--- config.mk ---
export PLATFORM = sky130hd
export DESIGN_NAME = crc16_frame_deframer
export DESIGN_NICKNAME = d
export VERILOG_FILES = /design/src/rtl/crcdf_pkg.sv /design/src/rtl/crc16_frame_deframer.sv
export SDC_FILE = /design/constraint.sdc
export NUM_CORES = 1
export LEC_CHECK = 0
export BUFFER_PORTS_ARGS = -buffer_cell sky130_fd_sc_hd__buf_2
export CAP_MARGIN = 30
export CORE_ASPECT_RATIO = 0.8
export CORE_UTILIZATION = 25
export DETAILED_ROUTE_END_ITERATION = 10
export GPL_ROUTABILITY_DRIVEN = 1
export PLACE_DENSITY = 0.44
export SETUP_SLACK_MARGIN = 0.2
export SLEW_MARGIN = 0
export SYNTH_ARGS = -nofsm -noshare
export SYNTH_HDL_FRONTEND = slang
export SYNTH_SLANG_ARGS = --single-unit
--- constraint.sdc ---
create_clock -name clk -period 4.74 [get_ports clk]
set_clock_uncertainty 0.15 [all_clocks]
set_input_delay 1.185 -clock clk [delete_from_list [all_inputs] [get_ports clk]]
set_output_delay 1.185 -clock clk [all_outputs]
set_load 0.1 [all_outputs]
--- src/rtl/crcdf_pkg.sv ---
`timescale 1ns / 1ps

package crcdf_pkg;

    localparam logic [15:0] CRC_SEED = 16'hFFFF;
    localparam logic [15:0] CRC_POLY = 16'h1021;
    localparam logic [7:0]  MAX_LEN_RESET = 8'hFF;

    typedef enum logic [1:0] {
        STATUS_OK       = 2'd0,
        STATUS_SIZE     = 2'd1,
        STATUS_CRC      = 2'd2
    } status_t;

    typedef enum logic {
        KIND_PAYLOAD = 1'b0,
        KIND_VERDICT = 1'b1
    } kind_t;

    typedef struct packed {
        logic [7:0] data_byte;
        logic       buffer_end;
    } in_beat_t;

    typedef struct packed {
        kind_t       kind;
        logic [7:0]  payload_byte;
        logic [7:0]  payload_index;
        status_t     status;
        logic [7:0]  message_id;
        logic [7:0]  sequence_res;
        logic [7:0]  payload_length;
        logic [15:0] frame_crc;
        logic        last;
    } out_beat_t;

    // One byte through CRC-16-CCITT, MSB first.
    function automatic logic [15:0] crc_byte(input logic [15:0] crc_in, input logic [7:0] b);
        logic [15:0] crc;
        crc = crc_in ^ {b, 8'h00};
        for (int i = 0; i < 8; i++)
        begin
            if (crc[15])
                crc = {crc[14:0], 1'b0} ^ CRC_POLY;
            else
                crc = {crc[14:0], 1'b0};
        end
        return crc;
    endfunction

endpackage

--- src/rtl/crc16_frame_deframer.sv ---
`timescale 1ns / 1ps

// Byte-serial deframer for frames of id, sequence, length, payload and a
// CRC-16-CCITT (init 0xFFFF, poly 0x1021, MSB first, sent low byte first).
// One byte is accepted per clock while in_stall is low; the rate is set by the
// combinational byte-wide CRC update between the input port and the state and
// result registers. Each payload byte comes out with its index, then one verdict
// beat (ok, invalid size or crc mismatch) with last set. Bytes after a verdict
// are dropped up to the buffer end flag. Results pass through an output register
// backed by a one-entry skid register, so a stalled result does not hold up input
// until a second result is waiting. max_len_reg resets to 255; the user must write
// it through the cfg channel only while idle; the block does not enforce this.
module crc16_frame_deframer
    import crcdf_pkg::*;
(
    input  logic      clk,
    input  logic      rst_n,
    input  logic      in_valid,
    output logic      in_stall,
    input  in_beat_t  in_data,
    output logic      out_valid,
    input  logic      out_stall,
    output out_beat_t out_data,
    input  logic      cfg_valid,
    output logic      cfg_ready,
    input  logic [7:0] cfg_data
);

    typedef enum logic [2:0] {
        PH_ID,
        PH_SEQ,
        PH_LEN,
        PH_PAYLOAD,
        PH_CRC_LO,
        PH_CRC_HI,
        PH_DROP
    } phase_t;

    phase_t      phase_reg, phase_next;
    logic [7:0]  max_len_reg;
    logic [7:0]  id_reg, id_next;
    logic [7:0]  seq_reg, seq_next;
    logic [7:0]  len_reg, len_next;
    logic [7:0]  count_reg, count_next;
    logic [15:0] crc_reg, crc_next;
    logic [7:0]  crc_lo_reg, crc_lo_next;

    logic        out_valid_reg;
    out_beat_t   out_reg;
    logic        skid_valid_reg;
    out_beat_t   skid_reg;

    logic        accept;
    logic        res_valid;
    out_beat_t   res;
    logic [15:0] crc_upd;
    logic [15:0] rx_crc;
    logic [7:0]  b;
    logic        end_flag;

    assign in_stall  = skid_valid_reg;
    assign accept    = in_valid && !in_stall;
    assign out_valid = out_valid_reg;
    assign out_data  = out_reg;
    assign cfg_ready = 1'b1;

    assign b        = in_data.data_byte;
    assign end_flag = in_data.buffer_end;
    assign crc_upd  = crc_byte((phase_reg == PH_ID) ? CRC_SEED : crc_reg, b);
    assign rx_crc   = {b, crc_lo_reg};

    always_comb
    begin
        phase_next  = phase_reg;
        id_next     = id_reg;
        seq_next    = seq_reg;
        len_next    = len_reg;
        count_next  = count_reg;
        crc_next    = crc_reg;
        crc_lo_next = crc_lo_reg;
        res_valid   = 1'b0;

        // Verdict template from the held header; fields are overridden per phase.
        res                = '0;
        res.kind           = KIND_VERDICT;
        res.status         = STATUS_SIZE;
        res.message_id     = id_reg;
        res.sequence_res   = seq_reg;
        res.payload_length = len_reg;
        res.last           = 1'b1;

        if (accept)
        begin
            unique case (phase_reg)
                PH_ID:
                begin
                    id_next     = b;
                    seq_next    = '0;
                    len_next    = '0;
                    count_next  = '0;
                    crc_lo_next = '0;
                    crc_next    = crc_upd;
                    res.message_id     = b;
                    res.sequence_res   = '0;
                    res.payload_length = '0;
                    res_valid   = end_flag;
                    phase_next  = end_flag ? PH_ID : PH_SEQ;
                end
                PH_SEQ:
                begin
                    seq_next  = b;
                    crc_next  = crc_upd;
                    res.sequence_res = b;
                    res_valid  = end_flag;
                    phase_next = end_flag ? PH_ID : PH_LEN;
                end
                PH_LEN:
                begin
                    len_next = b;
                    crc_next = crc_upd;
                    res.payload_length = b;
                    if (b > max_len_reg || end_flag)
                    begin
                        res_valid  = 1'b1;
                        phase_next = end_flag ? PH_ID : PH_DROP;
                    end
                    else
                    begin
                        count_next = '0;
                        phase_next = (b == 8'd0) ? PH_CRC_LO : PH_PAYLOAD;
                    end
                end
                PH_PAYLOAD:
                begin
                    res_valid = 1'b1;
                    if (end_flag)
                    begin
                        phase_next = PH_ID;
                    end
                    else
                    begin
                        crc_next          = crc_upd;
                        res               = '0;
                        res.kind          = KIND_PAYLOAD;
                        res.status        = STATUS_OK;
                        res.payload_byte  = b;
                        res.payload_index = count_reg;
                        count_next        = count_reg + 8'd1;
                        if (count_next >= len_reg)
                            phase_next = PH_CRC_LO;
                    end
                end
                PH_CRC_LO:
                begin
                    crc_lo_next = b;
                    res_valid   = end_flag;
                    phase_next  = end_flag ? PH_ID : PH_CRC_HI;
                end
                PH_CRC_HI:
                begin
                    res_valid     = 1'b1;
                    res.frame_crc = rx_crc;
                    res.status    = (rx_crc == crc_reg) ? STATUS_OK : STATUS_CRC;
                    phase_next    = end_flag ? PH_ID : PH_DROP;
                end
                PH_DROP:
                begin
                    if (end_flag)
                        phase_next = PH_ID;
                end
                default: phase_next = PH_ID;
            endcase
        end
    end

    always_ff @(posedge clk or negedge rst_n)
    begin
        if (!rst_n)
        begin
            phase_reg      <= PH_ID;
            max_len_reg    <= MAX_LEN_RESET;
            id_reg         <= '0;
            seq_reg        <= '0;
            len_reg        <= '0;
            count_reg      <= '0;
            crc_reg        <= CRC_SEED;
            crc_lo_reg     <= '0;
            out_valid_reg  <= 1'b0;
            out_reg        <= '0;
            skid_valid_reg <= 1'b0;
            skid_reg       <= '0;
        end
        else
        begin
            if (cfg_valid && cfg_ready)
                max_len_reg <= cfg_data;

            phase_reg  <= phase_next;
            id_reg     <= id_next;
            seq_reg    <= seq_next;
            len_reg    <= len_next;
            count_reg  <= count_next;
            crc_reg    <= crc_next;
            crc_lo_reg <= crc_lo_next;

            // Output register drains first; skid only fills when it is held.
            if (!out_valid_reg || !out_stall)
            begin
                if (skid_valid_reg)
                begin
                    out_reg        <= skid_reg;
                    out_valid_reg  <= 1'b1;
                    skid_valid_reg <= 1'b0;
                end
                else
                begin
                    out_reg       <= res;
                    out_valid_reg <= res_valid;
                end
            end
            else if (res_valid)
            begin
                skid_reg       <= res;
                skid_valid_reg <= 1'b1;
            end
        end
    end

endmodule

; ---- Yosys cells after proc, flatten, opt, wreduce, memory -nomap -nowiden
; Index checks and enable logic that the tools add are counted.
[totals]
regBits = 189
latchBits = 0
ramBits = 0
romBits = 0
in_bits = 22
output_inout_bits = 63
word_cells = 121
memories = 0
[op_classes]
n_addsub = 1
mul = 0
div = 0
order_cmp = 2
n_eq_ne = 11
shift = 0
muxes = 44
bitwise_logic = 10
reduce_logical = 25
[ops]
columns = cell, n
row1 = 60-bit two-way mux, 3
row2 = 13-bit two-way mux, 8
row3 = 8-bit case mux with 3 select lines, 3
row4 = 16-bit case mux with 2 select lines, 2
row5 = 8-bit case mux with 2 select lines, 4
row6 = 16-bit two-way mux, 2
row7 = 3-bit NOT, 8
row8 = 3-bit two-way mux, 7
row9 = 3-bit case mux with 7 select lines, 1
row10 = 17-bit two-way mux, 1
row11 = 16-bit equality test, 1
row12 = 8-bit two-way mux, 2
row13 = 16-bit XOR, 1
row14 = 2-bit AND reduction, 5
row15 = 2-bit nonzero test, 5
row16 = "3-bit equality test, second input constant", 3
row17 = "8-bit by 1-bit adder with 8-bit output, second input constant", 1
row18 = 8-bit >= comparator, 1
row19 = 8-bit greater-than comparator, 1
row20 = 8-bit logical NOT, 1
row21 = 1-bit two-way mux, 7
row22 = "3-bit by 2-bit equality test with 1-bit output, second input constant", 2
row23 = "2-bit != test, second input constant", 3
row24 = 3-bit AND reduction, 2
row25 = 14 further kinds, 19

; ---- Depth between registers and ports, before layout
; Gate-level depths: netlist of run 1.
[logic_depth]
word_depth = 21
ltp_mapped = 12
ltp_nobuf = 11

; ---- Least setup slack after synthesis of run 1
; OpenSTA, ideal clock, no wires.
[synth_timing]
kind = input port to flip-flop
startpoint = input in_data[1] (netlist bit)
endpoint = register skid_reg[17] (netlist bit)
setup_time_ps = 125
arrival_time_ps = 3056
t_required_ps = 4465
slack_ps = 1409
path_stages = 10
path_buffers = 3
path_cell_list = clkbuf_1 inv_1 ha_1 and3_1 nor2_1 o21a_1 a32o_2 buf_6 buf_6 mux2_4
[synth_between]
elab_chain_len = 6
elab_cells_between_ends = 8
classes_between = order compare: 1 / mux: 5 / reduce/logical: 2
[synth_lines]
columns = item, line
row1 = from (decl), crc16_frame_deframer.sv:20  ; input in_beat_t in_data,
row2 = 8-bit greater-than comparator, crc16_frame_deframer.sv:122  ; if (b > max_len_reg || end_flag)
row3 = 1-bit logical OR, crc16_frame_deframer.sv:122
row4 = 1-bit two-way mux, crc16_frame_deframer.sv:122
row5 = 1-bit case mux with 3 select lines, crc16_frame_deframer.sv:94  ; unique case (phase_reg)
row6 = 1-bit two-way mux, crc16_frame_deframer.sv:92  ; if (accept)
row7 = 2-bit AND reduction (no source line), --
row8 = to (signal assigned), crc16_frame_deframer.sv:223  ; skid_reg <= res;
row9 = to (decl), crc16_frame_deframer.sv:51  ; out_beat_t skid_reg;
; Parallel ways exist; a longest one is shown, timed or not.
; A chain may end at the register's enable or synchronous reset.

; ---- Worst setup path in the final report of run 1
[layout_timing]
startpoint = input in_data[7] (netlist bit)
endpoint = register skid_reg[29] (netlist bit)
[layout_between]
elab_chain_len = 6
[layout_lines]
columns = item, line
row1 = 8-bit greater-than comparator, crc16_frame_deframer.sv:122
row2 = 1-bit logical OR, crc16_frame_deframer.sv:122
row3 = 1-bit two-way mux, crc16_frame_deframer.sv:122
row4 = 1-bit case mux with 3 select lines, crc16_frame_deframer.sv:94
row5 = 1-bit two-way mux, crc16_frame_deframer.sv:92
row6 = 2-bit AND reduction (no source line), --
; No other way between the ends.

==> out/results.ini, run 1 <==
[global_routing]
grt_max_degree=101
globalRoute.totalOverflow=0
grt_pass1_vias=6277
grt_util_all_layers_pct=13.9
grt_pass1_wl_um=39300
antenna_found_initial=0

[yosys]
syn_nets=912
netlist_area_sq_um=9180
yosys_warnings=0
ys.flop_type=dfrtp_1
ys_seq_area_share_pct=51.3
yosys.area_share.adder_pct=2.32
synth_compound_gate_area_share_pct=13.9
syn_inst=873
synth_top_family_by_area=compound AO/OA/AOI/OAI gates
synth_xor_area_share_pct=5.34
ys_ff_latch=187
async_reset_ff_share_pct=100
synth_edf_count=0
synth_area_per_cell_sq_um=10.5
ys_types=55
synth-simple-area-share_pct=11.3
synth.area.mux_share_pct=11.8

[setup_path]
worstPathRequired_ps=4920
rrSetupSlack_ps=1560
crit_type=input pin to register
crit_path_end=skid_reg[29]
end_kind=register
critPathLaunchType=input pin
timing.rr.start=phase_reg[2]
startpoint=in_data[7]
timing.rr.end=count_reg[4]
arrival_ps=3580
cp_max_fo=56
ff2ff_path_depth=5

[sta]
fmax_ghz=0.294
worstMarginPinSlew_ps=933
fin_crit_sh_pct=71.7
setup_viol=0
period_minus_slack_ps=3400
maxSlewViolCount=0
rsz0062_at_grt=false
hold_violations=0
fin_tns_setup_ps=0
slew_headroom_pct=37.7

[floorplan]
coreArea_sq_um=36000
initial_core_util_pct=25.5
die_w_um=216
dieArea_sq_um=37500
num_rows=62
die_h_um=173
ios=85

[drt]
drt_iter0_markers=333
drtPass1Iterations=5
via_per_inst=4.54
drtAntennaViolNets=0
post_drt_wl_per_cell_um=17.6
wl_um=24900
drc=0
num_vias=6422

[cts]
clkSlewWorstSetupHoldPaths_ps=70
post_cts_buffers=0
insertion_delay_ps=450
htreeDepth=4
ctsResizeCount=0
cts_buffers=17
clockBufferDepth=2
clock-sinks=187
hold_buffers=0
root_buffer=clkbuf_16
cts_tree=yes

[run]
cap_violations=0

[final_layout]
drive_above_1_share_pct=24.8
antenna_cells=0
fillers=3821
layout.nets=962
final_util_pct=29.5
area_growth_pct=15.6

[power]
p_total_mw=6.81
ir_drop_mv=0.372
powerDensity_nw_per_um2=642
p_leak_nw=4.93

[place]
numPortBuffers=83
place_congestion=0.781
hpwl_um=17200

[min_path]
min_path_type=register to register
hold_depth=2

[run_status]
status=complete, no violations

[worst min path at each step]
stage | startpoint | end | slack [ps]
global route | crc_reg[3] | crc_reg[3] | 350
CTS | out_data[9] | out_data[9] | 330
finish | out_data[9] | out_data[9] | 330
floorplan | seq_reg[7] | seq_reg[7] | 300
detailed placement | out_data[9] | out_data[9] | 310
global placement | seq_reg[7] | seq_reg[7] | 310
[critical path: stages]
cell,delay [ps]
buf_2,330
ha_1,310
and4_1,230
and3_1,180
nor2_1,100
o21a_1,170
a32o_2,280
buf_12,300
mux2_2,380
[cell families after synthesis]
group,Yosys count
other,1
adders and majority gates,17
DFF,187
AOI/OAI and AO/OA,210
muxes,96
and+or+nand+nor,222
xor gates and xnor gates,56
buffers and inverters,84
[cell usage in the layout, fill, tap and decap left out, types with 3 or more instances in the layout]
master | synthesis | final
a211o_1 | 3 | 3
a21oi_1 | 69 | 69
a22o_1 | 39 | 39
a31oi_1 | 9 | 9
and2_1 | 29 | 28
and3_1 | 6 | 6
buf_2 | 9 | 82
buf_4 | 2 | 9
clkbuf_16 | 0 | 17
clkinv_4 | 0 | 4
dfrtp_1 | 163 | 163
dfstp_2 | 24 | 24
ha_1 | 17 | 17
inv_1 | 19 | 19
inv_6 | 0 | 5
mux2_2 | 59 | 59
mux2_4 | 10 | 10
mux2i_1 | 27 | 27
nand2_1 | 98 | 97
nand2b_1 | 4 | 4
nand3_1 | 5 | 5
nand4_1 | 3 | 3
nor2_1 | 55 | 55
nor4_1 | 3 | 3
o21a_1 | 3 | 3
o21ai_0 | 69 | 69
o21ai_1 | 4 | 4
o22ai_1 | 5 | 5
xnor2_1 | 38 | 38
xor2_1 | 18 | 18
[metrics by stage]
stage	hold slack, ps	instances	worst slack [ps]	area, sq um
3_3_place_gp	313	1384	946	10000
3_5_place_dp	315	1384	884	10000
6_report	325	1415	1340	10600
5_1_grt	352	1415	1210	10600
2_1_floorplan	301	873	1410	9180
4_1_cts	332	1415	1360	10600
[synth_stat cells (all sizes together), types with 18 or more instances]
cell type / instances / area (sq um)
a22o: 39 / 342
mux2: 69 / 815
mux2i: 27 / 270
nand2: 98 / 368
and2: 29 / 181
a21oi: 69 / 345
clkbuf: 46 / 173
xnor2: 38 / 333
dfstp: 24 / 631
xor2: 18 / 158
dfrtp: 163 / 4080
inv: 20 / 75.1
o21ai: 73 / 365
nor2: 58 / 235
[per-layer routing]
layer / vias up / part of all wire, % / track usage (%)
met2: 124 / 43 / 19.9
li1: 3120 / - / -
met5: - / 0 / 0
met3: 20 / 4.0 / 3.32
met4: 0 / 1.3 / 3.55
met1: 3158 / 52 / 20.5
[power breakdown]
| group | internal, mW | switching, mW | total, mW |
|---|---|---|---|
| Clock | 0.744 | 0.701 | 1.44 |
| Sequential | 2.08 | 0.379 | 2.46 |
| Combinational | 0.931 | 1.98 | 2.91 |
[cell type report]
cell class | instances | area (sq um) | area share (%)
Clock inverter | 14 | 155 | 1.46
Inverter | 21 | 78.8 | 0.743
Timing Repair Buffer | 94 | 532 | 5.01
Tap cell | 480 | 601 | 5.66
Multi-Input combinational cell | 602 | 4110 | 38.7
Clock buffer | 17 | 425 | 4.01
Sequential cell | 187 | 4710 | 44.4
No activity file was read; power rests on OpenSTA's default activity.
==> inputs of run 2 (changes only) <==
Clock period 4.74 ns to 3.3 ns, I/O delays scaled along.
==> run 2 against run 1 <==
Routed wire length shrank 2.2%. Sequential power increased by 43%. Die area did not move. Non-clock buffer count grew 17. Worst setup slack worse by 870 ps. Utilization up 0.42 points. Clock power up 44%. Final cell count rose by 1.3%. Hold slack worse by 71 ps. Global-route usage is 0.35 points lower. Count of clock-buffer cells in the layout is 5 higher.
==> out/results.ini, run 2 (synthesis results as in run 1) <==
[cts]
cts_tree=yes  ; unchanged
hold_buffers=0  ; unchanged
clkSlewWorstSetupHoldPaths_ps=70  ; about the same
ctsResizeCount=0  ; unchanged
insertion_delay_ps=450  ; about the same
cts_buffers=17  ; unchanged
clockBufferDepth=2  ; unchanged
clock-sinks=187  ; unchanged
root_buffer=clkbuf_16  ; unchanged
htreeDepth=4  ; unchanged

[final_layout]
layout.nets=979  ; was 962
layout_common_cells=dfrtp_1, nand2_1, buf_2  ; unchanged
fillers=3838  ; was 3821
final_common_cell=dfrtp_1  ; unchanged
area_growth_pct=17.2  ; was 15.6%
final_util_pct=29.9  ; was 29.5%
area.sequential_sq_um=4710  ; unchanged
instances_no_fill=1433  ; was 1415
final_area_sq_um=10800  ; was 10600 sq um
multi_input_area_sq_um=4110  ; unchanged
antenna_cells=0  ; unchanged
drive_above_1_share_pct=25.8  ; was 24.8%

[setup_path]
worstPathRequired_ps=3480  ; was 4920 ps
arrival_ps=3010  ; was 3580 ps
critPathTopFamily=compound AO/OA/AOI/OAI gates  ; was buffers and inverters
timing.rr.end=skid_reg[52]  ; was count_reg[4]
cp_max_fo=27  ; was 56
end_kind=register  ; unchanged
path_buf_inv=2  ; unchanged
ff2ff_path_depth=9  ; was 5
cp_cell_sequence=inv_1 -> ha_1 -> and4_1 -> and3_1 -> nor2_1 -> o21a_1 -> a32o_2 -> buf_12 -> mux2_2  ; was buf_2 -> ha_1 -> and4_1 -> and3_1 -> nor2_1 -> o21a_1 -> a32o_2 -> buf_12 -> mux2_2
rrSetupSlack_ps=470  ; was 1560 ps
startpoint=max_len_reg[7]  ; was in_data[7]
crit_path_end=skid_reg[52]  ; was skid_reg[29]
timing.rr.start=max_len_reg[7]  ; was phase_reg[2]
crit_type=register to register  ; was input pin to register
critPathLaunchType=register  ; was input pin
cp.depth=9  ; unchanged
crit_slowest_cell=dfstp_2  ; was mux2_2
cpPeakStageDelay_ps=520  ; was 380 ps

[global_routing]
grt_util_all_layers_pct=13.5  ; was 13.9%
grt_pass1_vias=6271  ; was 6277
globalRoute.totalOverflow=0  ; unchanged
antenna_found_initial=1  ; was 0
grt_max_degree=72  ; was 101
grt_pass1_wl_um=38600  ; was 39300 um

[sta]
period_minus_slack_ps=2830
slew_headroom_pct=45.9  ; was 37.7%
fin_crit_sh_pct=85.8
rsz0062_at_grt=false  ; unchanged
fmax_ghz=0.353
fin_tns_setup_ps=0  ; unchanged
hold_violations=0  ; unchanged
setup_viol=0  ; unchanged
maxSlewViolCount=0  ; unchanged
worstMarginPinSlew_ps=806  ; was 933 ps

[floorplan]
dieArea_sq_um=37500  ; unchanged
num_rows=62  ; unchanged
initial_core_util_pct=25.5  ; unchanged
die_w_um=216  ; unchanged
die_h_um=173  ; unchanged
coreArea_sq_um=36000  ; unchanged
ios=85  ; unchanged

[power]
p_total_mw=9.79  ; was 6.81 mW
ir_drop_mv=0.570  ; was 0.372 mV
p_leak_nw=5.03  ; was 4.93 nW
powerDensity_nw_per_um2=909  ; was 642 nW/um^2

[drt]
via_per_inst=4.46  ; was 4.54
drtAntennaViolNets=0  ; unchanged
drc=0  ; unchanged
wl_um=24300  ; was 24900 um
drtPass1Iterations=6  ; was 5
drt_iter0_markers=417  ; was 333
num_vias=6398  ; was 6422
post_drt_wl_per_cell_um=17.0  ; was 17.6 um

[run_status]
status=complete, no violations  ; unchanged

[min_path]
min_path_type=input pin to async pin  ; was register to register

[place]
placed_area_sq_um=10200  ; was 10000 sq um
place_inst=1400  ; was 1384
numPortBuffers=83  ; unchanged
hpwl_um=16700  ; was 17200 um
place_congestion=0.785  ; was 0.781

[run]
cap_violations=0  ; unchanged

==> run 2: changes by cell type in the layout (fill, tap and decap cells not counted), moves of 2 or more <==
cell / change
buf_4: +15
clkbuf_1: +3
clkinv_2: +3
inv_6: -3
buf_12: +2
clkbuf_8: +2
clkinv_4: -2
inv_8: -2
==> run 2: report_power, final <==
group,internal (mW),switching [mW]
combinational,1.40,2.80
sequential,2.99,0.519
clock,1.16,0.922
total,5.55,4.24
==> run 2: how the worst min path moves through the flow <==
stage / start / end / slack, ps
floorplan: seq_reg[7] / seq_reg[7] / 300
global route: rst_n / skid_reg[34] / 290
global placement: out_data[6] / out_data[6] / 310
CTS: rst_n / skid_reg[30] / 280
detailed placement: out_data[6] / out_data[6] / 320
finish: rst_n / skid_reg[30] / 250
==> run 2: per-stage QoR <==
step | setup WS [ps] | hold slack [ps]
after floorplan | 329 | 301
after global placement | 116 | 310
after detailed placement | 122 | 316
after CTS | 359 | 275
after global routing | 256 | 289
final | 467 | 254
==> run 2: final cells by class <==
cell class | instances | area share [%]
multi-input cells | 602 | 38.2
inverters | 21 | 0.732
flip-flops and latches | 187 | 43.8
clock inverters | 10 | 1.06
repair buffers | 111 | 6.36
well taps | 480 | 5.58
clock buffers | 22 | 4.31
==> run 2: repair_timing <==
| item | in CTS | in global routing |
|---|---|---|
| setup endpoints to repair | 0 | 1 |
| hold endpoints to repair | 0 | 0 |
| buffers inserted | 0 | 1 |
==> run 2: layer usage <==
layer,global-route usage (%),vias up,routed length (um)
met2,19.9,100,10700
met4,3.05,0,212
met1,20.0,3132,12500
met3,3.02,16,877
met5,0,-,0
li1,-,3150,-
